===== src/rtl/mhc_pkg.sv =====
`default_nettype none

package mhc_pkg;

  // APB address width: eight 32-bit registers at byte addresses 4*i.
  localparam int unsigned AddrW = 5;

  // Register map, in word order.
  typedef enum logic [2:0] {
    REG_SMOOTHING = 3'd0,
    REG_OFFSET_X  = 3'd1,
    REG_OFFSET_Y  = 3'd2,
    REG_SOFT_XX   = 3'd3,
    REG_SOFT_XY   = 3'd4,
    REG_SOFT_YX   = 3'd5,
    REG_SOFT_YY   = 3'd6,
    REG_MODE      = 3'd7
  } mhc_reg_e;

  // Configuration as seen by the datapath.
  typedef struct packed {
    logic        [15:0] smoothing;
    logic signed [23:0] offset_x;
    logic signed [23:0] offset_y;
    logic signed [31:0] soft_xx;
    logic signed [31:0] soft_xy;
    logic signed [31:0] soft_yx;
    logic signed [31:0] soft_yy;
    logic               heading_mode;
  } mhc_cfg_t;

  // Sequencer states of the top level.
  typedef enum logic [2:0] {
    S_IDLE,
    S_MUL,
    S_ACC,
    S_CST,
    S_CWAIT,
    S_OUT
  } mhc_state_e;

  // Width of the corrected vector (Q.38 matrix product sum).
  localparam int unsigned VecW = 57;
  // CORDIC working width, with headroom for the CORDIC gain.
  localparam int unsigned CorW = 59;
  // Angle accumulator width, Q.24 radians.
  localparam int unsigned AngW = 28;

  localparam logic signed [AngW-1:0] Ang0   = 28'sd13176795;
  localparam logic signed [15:0]     PiQ13  = 16'sd25736;

  // Arctangent of 2^-i in Q.24; from step 8 on it equals 2^(24-i).
  function automatic logic signed [AngW-1:0] mhc_ang(input logic [4:0] i);
    logic signed [AngW-1:0] r;
    case (i)
      5'd0:    r = Ang0;
      5'd1:    r = 28'sd7778716;
      5'd2:    r = 28'sd4110060;
      5'd3:    r = 28'sd2086331;
      5'd4:    r = 28'sd1047214;
      5'd5:    r = 28'sd524117;
      5'd6:    r = 28'sd262123;
      5'd7:    r = 28'sd131069;
      default: r = 28'sd1 <<< (5'd24 - i);
    endcase
    return r;
  endfunction

endpackage

`default_nettype wire


===== src/rtl/mhc_regs.sv =====
`default_nettype none

module mhc_regs (
  input  wire logic                        clk_i,
  input  wire logic                        rst_ni,
  input  wire logic                        psel,
  input  wire logic                        penable,
  input  wire logic                        pwrite,
  input  wire logic [mhc_pkg::AddrW-1:0]   paddr,
  input  wire logic [31:0]                 pwdata,
  output logic      [31:0]                 prdata,
  output logic                             pready,
  output mhc_pkg::mhc_cfg_t                cfg_o
);
  import mhc_pkg::*;

  mhc_cfg_t cfg_q;
  mhc_reg_e idx;
  logic     wr_en;

  assign pready = 1'b1;
  assign idx    = mhc_reg_e'(paddr[AddrW-1:2]);
  assign wr_en  = psel && penable && pwrite && pready;
  assign cfg_o  = cfg_q;

  // Register writes; the field widths drop the unused upper data bits.
  always_ff @(posedge clk_i or negedge rst_ni) begin
    if (!rst_ni) begin
      // Identity soft-iron matrix, everything else cleared.
      cfg_q <= '{smoothing:    16'h0000,
                 offset_x:     24'sh000000,
                 offset_y:     24'sh000000,
                 soft_xx:      32'sh4000_0000,
                 soft_xy:      32'sh0000_0000,
                 soft_yx:      32'sh0000_0000,
                 soft_yy:      32'sh4000_0000,
                 heading_mode: 1'b0};
    end else if (wr_en) begin
      unique case (idx)
        REG_SMOOTHING: cfg_q.smoothing    <= pwdata[15:0];
        REG_OFFSET_X:  cfg_q.offset_x     <= pwdata[23:0];
        REG_OFFSET_Y:  cfg_q.offset_y     <= pwdata[23:0];
        REG_SOFT_XX:   cfg_q.soft_xx      <= pwdata;
        REG_SOFT_XY:   cfg_q.soft_xy      <= pwdata;
        REG_SOFT_YX:   cfg_q.soft_yx      <= pwdata;
        REG_SOFT_YY:   cfg_q.soft_yy      <= pwdata;
        REG_MODE:      cfg_q.heading_mode <= pwdata[0];
        default:       cfg_q              <= cfg_q;
      endcase
    end
  end

  // Read back, zero-extended to the bus width.
  always_comb begin
    unique case (idx)
      REG_SMOOTHING: prdata = {16'h0000, cfg_q.smoothing};
      REG_OFFSET_X:  prdata = {8'h00, cfg_q.offset_x};
      REG_OFFSET_Y:  prdata = {8'h00, cfg_q.offset_y};
      REG_SOFT_XX:   prdata = cfg_q.soft_xx;
      REG_SOFT_XY:   prdata = cfg_q.soft_xy;
      REG_SOFT_YX:   prdata = cfg_q.soft_yx;
      REG_SOFT_YY:   prdata = cfg_q.soft_yy;
      REG_MODE:      prdata = {31'h0, cfg_q.heading_mode};
      default:       prdata = '0;
    endcase
  end

endmodule

`default_nettype wire


===== src/rtl/mhc_mul.sv =====
`default_nettype none

module mhc_mul (
  input  wire logic               clk_i,
  input  wire logic               en_i,
  input  wire logic signed [31:0] a_i,
  input  wire logic signed [23:0] b_i,
  output logic signed      [55:0] p_o
);

  logic signed [55:0] p_q;

  // Shared signed multiplier with a registered product.
  always_ff @(posedge clk_i) begin
    if (en_i) begin
      p_q <= a_i * b_i;
    end
  end

  assign p_o = p_q;

endmodule

`default_nettype wire


===== src/rtl/mhc_cordic.sv =====
`default_nettype none

module mhc_cordic #(
  parameter int unsigned CORDIC_STEPS = 16
) (
  input  wire logic                              clk_i,
  input  wire logic                              rst_ni,
  input  wire logic                              start_i,
  input  wire logic signed [mhc_pkg::VecW-1:0]   x_i,
  input  wire logic signed [mhc_pkg::VecW-1:0]   y_i,
  output logic                                   done_o,
  output logic signed      [15:0]                heading_o
);
  import mhc_pkg::*;

  localparam int unsigned StepW = $clog2(CORDIC_STEPS);

  logic                   busy_q, fin_q, zero_q;
  logic [StepW-1:0]       step_q;
  logic signed [CorW-1:0] x_q, y_q;
  logic signed [AngW-1:0] z_q;

  logic signed [CorW-1:0] xe, ye, x0, y0, xs, ys;
  logic signed [AngW-1:0] z0, ang, zr;
  logic                   last_step;

  assign xe = {{(CorW-VecW){x_i[VecW-1]}}, x_i};
  assign ye = {{(CorW-VecW){y_i[VecW-1]}}, y_i};

  // Quadrant pre-rotation by plus or minus pi/2 for a negative X.
  always_comb begin
    x0 = xe;
    y0 = ye;
    z0 = '0;
    if (xe[CorW-1]) begin
      if (!ye[CorW-1]) begin
        x0 = ye;
        y0 = -xe;
        z0 = Ang0 <<< 1;
      end else begin
        x0 = -ye;
        y0 = xe;
        z0 = -(Ang0 <<< 1);
      end
    end
  end

  // One vectoring step per cycle through the shared add/shift unit.
  assign xs        = x_q >>> step_q;
  assign ys        = y_q >>> step_q;
  assign ang       = mhc_ang(5'(step_q));
  assign last_step = (step_q == StepW'(CORDIC_STEPS - 1));

  always_ff @(posedge clk_i or negedge rst_ni) begin
    if (!rst_ni) begin
      busy_q <= 1'b0;
      fin_q  <= 1'b0;
      step_q <= '0;
    end else begin
      fin_q <= 1'b0;
      if (start_i) begin
        busy_q <= 1'b1;
        step_q <= '0;
      end else if (busy_q) begin
        step_q <= step_q + 1'b1;
        if (last_step) begin
          busy_q <= 1'b0;
          fin_q  <= 1'b1;
        end
      end
    end
  end

  always_ff @(posedge clk_i) begin
    if (start_i) begin
      x_q    <= x0;
      y_q    <= y0;
      z_q    <= z0;
      zero_q <= (x_i == '0) && (y_i == '0);
    end else if (busy_q) begin
      if (!y_q[CorW-1]) begin
        x_q <= x_q + ys;
        y_q <= y_q - xs;
        z_q <= z_q + ang;
      end else begin
        x_q <= x_q - ys;
        y_q <= y_q + xs;
        z_q <= z_q - ang;
      end
    end
  end

  // Round Q.24 to Q3.13 and clamp to plus or minus pi.
  assign zr = (z_q + 28'sd1024) >>> 11;

  always_comb begin
    if (zero_q) begin
      heading_o = '0;
    end else if (zr > AngW'(PiQ13)) begin
      heading_o = PiQ13;
    end else if (zr < -AngW'(PiQ13)) begin
      heading_o = -PiQ13;
    end else begin
      heading_o = zr[15:0];
    end
  end

  assign done_o = fin_q;

endmodule

`default_nettype wire


===== src/rtl/magnetometer_heading_correction.sv =====
// Channel   Direction  Transfer carries
// s_axis    in         one sample: x_high, x_low, y_high, y_low bytes
// m_axis    out        heading, smooth_x, smooth_y; tuser = heading_valid
// APB       in/out     eight configuration registers at byte address 4*i
//
// One shared 32x24 multiplier computes the products in turn: four products
// for the smoothing filter, four more for the soft-iron matrix in heading mode.
// In heading mode the CORDIC unit then turns the corrected vector into a heading.
// s_axis_tready is high only while idle; a result waits in the output register,
// which stalls the sequencer while still full. Reset clears the control, filter
// and heading state; the configuration resets to an identity soft-iron matrix.
`default_nettype none

module magnetometer_heading_correction #(
  parameter int unsigned CORDIC_STEPS = 16
) (
  input  wire logic                       clk_i,
  input  wire logic                       rst_ni,
  // APB configuration port
  input  wire logic                       psel,
  input  wire logic                       penable,
  input  wire logic                       pwrite,
  input  wire logic [mhc_pkg::AddrW-1:0]  paddr,
  input  wire logic [31:0]                pwdata,
  output logic      [31:0]                prdata,
  output logic                            pready,
  // Samples in
  input  wire logic                       s_axis_tvalid,
  output logic                            s_axis_tready,
  input  wire logic [31:0]                s_axis_tdata,  // x_high, x_low, y_high, y_low
  // Results out
  output logic                            m_axis_tvalid,
  input  wire logic                       m_axis_tready,
  output logic      [63:0]                m_axis_tdata,  // heading, smooth_x, smooth_y
  output logic                            m_axis_tuser   // heading_valid
);
  import mhc_pkg::*;

  mhc_cfg_t   cfg;
  mhc_state_e state_q, state_d;
  logic [2:0] op_q, op_d;

  logic signed [15:0]     rx_q, ry_q;
  logic signed [23:0]     filt_x_q, filt_y_q;
  logic signed [15:0]     last_heading_q;
  logic                   hv_q;
  logic signed [VecW-1:0] acc_q, cx_q;
  logic                   m_valid_q;
  logic [63:0]            m_data_q;
  logic                   m_user_q;

  logic                   latch_in, mul_en, acc_en, cor_start, cor_done, load_out;
  logic [15:0]            a_eff, b_eff;
  logic signed [31:0]     mul_a;
  logic signed [23:0]     mul_b, dx, dy;
  logic signed [55:0]     prod;
  logic signed [VecW-1:0] sum, shr;
  logic signed [23:0]     filt_new;
  logic signed [15:0]     cor_heading;

  mhc_regs u_regs (
    .clk_i   (clk_i),
    .rst_ni  (rst_ni),
    .psel    (psel),
    .penable (penable),
    .pwrite  (pwrite),
    .paddr   (paddr),
    .pwdata  (pwdata),
    .prdata  (prdata),
    .pready  (pready),
    .cfg_o   (cfg)
  );

  // Saturate a wide signed value to 24 bits.
  function automatic logic signed [23:0] sat24(input logic signed [VecW-1:0] v);
    logic signed [23:0] r;
    if (v > 57'sd8388607) begin
      r = 24'sh7FFFFF;
    end else if (v < -57'sd8388608) begin
      r = -24'sh800000;
    end else begin
      r = v[23:0];
    end
    return r;
  endfunction

  // Filter weights; a weight above one acts as one.
  assign a_eff = (cfg.smoothing > 16'd32768) ? 16'd32768 : cfg.smoothing;
  assign b_eff = 16'd32768 - a_eff;

  // Hard-iron offset removal on the smoothed values.
  assign dx = sat24(VecW'(filt_x_q) - VecW'(cfg.offset_x));
  assign dy = sat24(VecW'(filt_y_q) - VecW'(cfg.offset_y));

  // Operand selection for the shared multiplier.
  always_comb begin
    case (op_q)
      3'd0:    begin mul_a = {16'h0000, a_eff}; mul_b = filt_x_q;       end
      3'd1:    begin mul_a = {16'h0000, b_eff}; mul_b = {rx_q, 8'h00};  end
      3'd2:    begin mul_a = {16'h0000, a_eff}; mul_b = filt_y_q;       end
      3'd3:    begin mul_a = {16'h0000, b_eff}; mul_b = {ry_q, 8'h00};  end
      3'd4:    begin mul_a = cfg.soft_xx;       mul_b = dx;             end
      3'd5:    begin mul_a = cfg.soft_xy;       mul_b = dy;             end
      3'd6:    begin mul_a = cfg.soft_yx;       mul_b = dx;             end
      default: begin mul_a = cfg.soft_yy;       mul_b = dy;             end
    endcase
  end

  mhc_mul u_mul (
    .clk_i (clk_i),
    .en_i  (mul_en),
    .a_i   (mul_a),
    .b_i   (mul_b),
    .p_o   (prod)
  );

  // Even products start a sum, odd ones complete it.
  assign sum      = (op_q[0] ? acc_q : '0) + {prod[55], prod};
  assign shr      = (sum + 57'sd16384) >>> 15;
  assign filt_new = sat24(shr);

  mhc_cordic #(
    .CORDIC_STEPS (CORDIC_STEPS)
  ) u_cordic (
    .clk_i     (clk_i),
    .rst_ni    (rst_ni),
    .start_i   (cor_start),
    .x_i       (cx_q),
    .y_i       (acc_q),
    .done_o    (cor_done),
    .heading_o (cor_heading)
  );

  // Sequencer: next state and control strobes.
  always_comb begin
    state_d   = state_q;
    op_d      = op_q;
    latch_in  = 1'b0;
    mul_en    = 1'b0;
    acc_en    = 1'b0;
    cor_start = 1'b0;
    load_out  = 1'b0;
    unique case (state_q)
      S_IDLE: begin
        if (s_axis_tvalid) begin
          latch_in = 1'b1;
          op_d     = '0;
          state_d  = S_MUL;
        end
      end
      S_MUL: begin
        mul_en  = 1'b1;
        state_d = S_ACC;
      end
      S_ACC: begin
        acc_en = 1'b1;
        op_d   = op_q + 3'd1;
        if (op_q == 3'd3 && !cfg.heading_mode) begin
          state_d = S_OUT;
        end else if (op_q == 3'd7) begin
          state_d = S_CST;
        end else begin
          state_d = S_MUL;
        end
      end
      S_CST: begin
        cor_start = 1'b1;
        state_d   = S_CWAIT;
      end
      S_CWAIT: begin
        if (cor_done) begin
          state_d = S_OUT;
        end
      end
      S_OUT: begin
        if (!m_valid_q || m_axis_tready) begin
          load_out = 1'b1;
          state_d  = S_IDLE;
        end
      end
      default: state_d = S_IDLE;
    endcase
  end

  always_ff @(posedge clk_i or negedge rst_ni) begin
    if (!rst_ni) begin
      state_q <= S_IDLE;
      op_q    <= '0;
    end else begin
      state_q <= state_d;
      op_q    <= op_d;
    end
  end

  // Filter state, heading state and output register control.
  always_ff @(posedge clk_i or negedge rst_ni) begin
    if (!rst_ni) begin
      filt_x_q       <= '0;
      filt_y_q       <= '0;
      last_heading_q <= '0;
      hv_q           <= 1'b0;
      m_valid_q      <= 1'b0;
    end else begin
      if (acc_en && op_q == 3'd1) begin
        filt_x_q <= filt_new;
      end
      if (acc_en && op_q == 3'd3) begin
        filt_y_q <= filt_new;
      end
      if (latch_in) begin
        hv_q <= 1'b0;
      end else if (cor_done) begin
        hv_q           <= 1'b1;
        last_heading_q <= cor_heading;
      end
      if (load_out) begin
        m_valid_q <= 1'b1;
      end else if (m_axis_tready) begin
        m_valid_q <= 1'b0;
      end
    end
  end

  // Datapath payload registers.
  always_ff @(posedge clk_i) begin
    if (latch_in) begin
      rx_q <= {s_axis_tdata[7:0], s_axis_tdata[15:8]};
      ry_q <= {s_axis_tdata[23:16], s_axis_tdata[31:24]};
    end
    if (acc_en) begin
      acc_q <= sum;
      if (op_q == 3'd5) begin
        cx_q <= sum;
      end
    end
    if (load_out) begin
      m_data_q <= {filt_y_q, filt_x_q, last_heading_q};
      m_user_q <= hv_q;
    end
  end

  assign s_axis_tready = (state_q == S_IDLE);
  assign m_axis_tvalid = m_valid_q;
  assign m_axis_tdata  = m_data_q;
  assign m_axis_tuser  = m_user_q;

  // The CORDIC unit reports completion only while the sequencer waits on it.
  assert property (@(posedge clk_i) disable iff (!rst_ni)
    cor_done |-> state_q == S_CWAIT)
    else $error("CORDIC completion outside its wait state");

  // The last matrix product always hands over to the CORDIC unit.
  assert property (@(posedge clk_i) disable iff (!rst_ni)
    state_q == S_ACC && op_q == 3'd7 |=> state_q == S_CST)
    else $error("matrix sequence did not start the CORDIC unit");

  // A delivered heading stays within plus or minus pi.
  assert property (@(posedge clk_i) disable iff (!rst_ni)
    m_axis_tvalid |-> $signed(m_axis_tdata[15:0]) <= PiQ13
                   && $signed(m_axis_tdata[15:0]) >= -PiQ13)
    else $error("heading out of range");

  // A calibrate-mode result carries the heading held from before.
  assert property (@(posedge clk_i) disable iff (!rst_ni)
    load_out && !hv_q |=> m_axis_tdata[15:0] == $past(last_heading_q))
    else $error("held heading changed in calibrate mode");

endmodule

`default_nettype wire


===== config.mk =====
export PLATFORM = sky130hd
export DESIGN_NAME = magnetometer_heading_correction
export DESIGN_NICKNAME = d
export VERILOG_FILES = /design/src/rtl/mhc_pkg.sv /design/src/rtl/mhc_regs.sv /design/src/rtl/mhc_mul.sv /design/src/rtl/mhc_cordic.sv /design/src/rtl/magnetometer_heading_correction.sv
export SDC_FILE = /design/constraint.sdc
export NUM_CORES = 2
export LEC_CHECK = 0
export ABC_CLOCK_PERIOD_IN_PS = 14100
export BUFFER_PORTS_ARGS = -buffer_cell sky130_fd_sc_hd__buf_2
export CAP_MARGIN = 20
export CORE_ASPECT_RATIO = 1.5
export CORE_MARGIN = 2
export CORE_UTILIZATION = 55
export CTS_BUF_LIST = sky130_fd_sc_hd__clkbuf_4
export CTS_CLUSTER_DIAMETER = 120
export CTS_CLUSTER_SIZE = 12
export DETAILED_ROUTE_END_ITERATION = 6
export PLACE_DENSITY = 0.81
export SETUP_SLACK_MARGIN = 0.4
export SLEW_MARGIN = 10
export SYNTH_ARGS = -nofsm -noshare
export SYNTH_HDL_FRONTEND = slang
export SYNTH_SLANG_ARGS = --single-unit

===== constraint.sdc =====
create_clock -name clk_i -period 14.1 [get_ports clk_i]
set_input_delay 0.705 -clock clk_i [delete_from_list [all_inputs] [get_ports clk_i]]
set_output_delay 0.705 -clock clk_i [all_outputs]
set_load 0.02 [all_outputs]

==> flow_summary.yaml <==
run_status:
  status: "finished clean"
global_route:
  antenna_found_initial: 10
  gr-usage-all-layers_pct: 36.0
  grt_max_degree: 91
  grt_pass1_vias: 73300
  grt_overflow: 0
  grt_pass1_wl_mm: 421
clock_tree:
  clock-sinks: 685
  cts_setup_buffers: 0
  clock_path_buffers: 3
  cts_inserted_buffers: 68
  clkTransAtPathRegs_ns: 0.15
  root_buffer: "clkbuf_4"
  cts_tree: "done"
  clk_latency_ns: 1.11
  htree_levels: 3
synthesis:
  ys_seq_area_share_pct: 23.4
  synth-seq-cells: 685
  syn-cell-area_um2: 82000
  synthArstFlopShare_pct: 39.6
  post_synth_inst_count: 9060
  synth_fa_ha_area_share_pct: 25.7
  synth-compound-area-share_pct: 14.9
  synth_xor_area_share_pct: 5.62
  yosysWarnings: 0
  synth.avg_cell_area_um2: 9.05
  yosys.area_share.simple_pct: 15.6
  synth_top_family_by_area: "adder cells"
  synthesis.nets: 10300
  synth_edf_count: 414
  synth-main-ff-cell: "edfxtp_1"
  ys_types: 95
  synth.area.mux_share_pct: 7.88
layout:
  syn2layout_area_growth_pct: 6.08
  regArea_um2: 19200
  n_fill_cell: 12700
  final_cell_mix: "inv_1, nand2_1, fa_1"
  final_common_cell: "inv_1"
  drive_gt1_share_pct: 10.6
  multi_input_area_um2: 57400
  fin_nets: 10400
worst_setup_path:
  critPathMaxStageDelay_ns: 0.56
  r2r_slack_ns: 0.97
  path_class: "flop to flop"
  path_max_fanout: 18
  critPathLaunchType: "flop"
  worstPathRequired_ns: 14.87
  cp-end-kind: "flop"
  crit_top_cell: "fa_1"
  critPathArrivalTime_ns: 13.90
  cp_slowest_cell: "fa_1"
routing:
  dr.first_iter.drc_count: 5902
  drc: 0
  wl_per_cell_um: 24.9
  num_vias: 71000
  first_pass_iters: 6
  routed_wl_mm: 276
  ant_nets: 0
  viasPerCell: 6.40
placement:
  place.gp.congestion: 1.09
  port_buffers: 172
  dpl.hpwl_mm: 216
floorplan:
  die_area_um2: 152000
  die_h_um: 477
  num_rows: 173
  initial_core_util_pct: 55.4
  num_io_pins: 176
  design.core.area_um2: 148000
  die_x_um: 319
timing:
  slew_headroom_pct: 22.2
  slew_viol_final: 0
  hold_viol_final: 0
  skew_ns: 0.118
  tightest_slew_ns: 1.16
  fin_crit_ns: 13.13
  fin_hold_ws_ns: 0.0826
  finalSetupTns_ns: 0
  max_freq_mhz: 76.2
  layout_worst_path_cycle_share_pct: 93.1
  setup_viol_count_final: 0
  rsz0062_at_grt: "no"
worst_hold_path:
  hp-class: "input port to asynchronous set/reset pin"
job:
  drv_cap: 0
==> routing by layer <==
layer  GRT usage [%]  vias up  share of wire, %
li1                -    31300                 -
met1            37.9    34700                33
met2            62.9     3758                50
met3            6.12     1222               7.7
met4            29.3        6               9.8
met5               0        -             0.016
==> registers in the layout, indices dropped and copies added, names as in the netlist, 24 cells and up <==
| name | count |
|---|---|
| u_cordic.x_q | 59 |
| u_cordic.y_q | 59 |
| filt_y_q | 24 |
| m_axis_tdata | 64 |
| u_mul.p_o | 56 |
| acc_q | 57 |
| u_regs.cfg_o | 193 |
| u_cordic.z_q | 28 |
| filt_x_q | 24 |
| cx_q | 57 |
==> timing repair <==
item / CTS / global route
setup endpoints to repair: 0 / 6
gates resized for setup: 0 / 7
hold buffers: 66 / 0
endpoints found under the hold margin: 273 / 0
==> logic make-up (layout without fill, tap and decap cells) <==
family / count (synthesis) / count (layout)
adder cells (fa/ha/maj): 1212 / 1212
multiplexers: 463 / 463
XOR/XNOR: 526 / 526
buffers and inverters: 1495 / 1599
flip-flops: 685 / 685
AO/OA/AOI/OAI: 1923 / 1923
other: 1 / 7
AND/OR/NAND/NOR: 2755 / 2755
==> final timing paths <==
check | from | endpoint | cells after the start
worst max-delay path | filt_y_q[0] | u_mul.p_o[55] | 48
worst min-delay path | rst_ni | hv_q | 2
worst max register to register | filt_y_q[0] | u_mul.p_o[55] | 48
worst min register to register | last_heading_q[9] | m_axis_tdata[9] | 0
max in group asynchronous | rst_ni | u_regs.cfg_o[25] | 6
min in group clk_i | pwrite | u_regs.cfg_o[0] | 4
==> synthesized netlist by cell type (all sizes together) (36+ instances only) <==
master | instances | area share, %
a211oi | 48 | 0.44
a21o | 129 | 1.2
a21oi | 549 | 3.3
a22oi | 82 | 0.75
a311oi | 55 | 0.59
a31oi | 88 | 0.67
and2 | 155 | 1.2
and3 | 55 | 0.42
buf | 74 | 0.37
clkbuf | 389 | 1.8
dfrtp | 269 | 8.2
edfxtp | 414 | 15
fa | 790 | 19
ha | 419 | 6.4
inv | 1027 | 4.7
mux2 | 224 | 3.1
mux2i | 115 | 1.4
mux4 | 124 | 3.4
nand2 | 988 | 4.5
nand2b | 103 | 0.79
nand3 | 169 | 1.0
nand4 | 56 | 0.43
nor2 | 745 | 3.4
nor2b | 101 | 0.77
nor3 | 127 | 0.77
nor4 | 41 | 0.33
o211ai | 125 | 1.2
o21a | 78 | 0.71
o21ai | 441 | 2.7
o31ai | 68 | 0.63
or2 | 36 | 0.27
or3 | 76 | 0.59
or4 | 36 | 0.36
xnor2 | 309 | 3.3
xor2 | 217 | 2.3
==> worst max-delay path, delay by kind of cell (launching register included) <==
family | cells | cell delay [ns]
AND/OR/NAND/NOR | 3 | 0.42
XOR/XNOR | 1 | 0.09
AO/OA/AOI/OAI | 23 | 5.68
buffers and inverters | 11 | 1.64
adder cells (fa/ha/maj) | 10 | 4.55
flip-flops | 1 | 0.44
==> stage by stage <==
stage                     std cells  util, %  worst slack, ns  instance area, um^2
after floorplan                9060        -             1.64                82000
after global placement        10900     57.7             1.09                85400
after detailed placement      10900     57.7            0.844                85400
after CTS                     11100     58.7            0.797                86900
after global routing          11100     58.8            0.510                87000
final                         11100     58.8            0.973                87000
==> cell type report <==
type | instances | area share [%]
multi-input combinational | 6880 | 66.0
inverter | 1032 | 4.46
clock inverter | 12 | 0.102
antenna | 6 | 0.0173
timing repair buffer | 456 | 3.70
tap | 1925 | 2.77
clock buffer | 99 | 0.854
sequential | 685 | 22.1
Power is not shown: default switching activity piles up to over one toggle a cycle in this logic, so the estimate is an artifact.
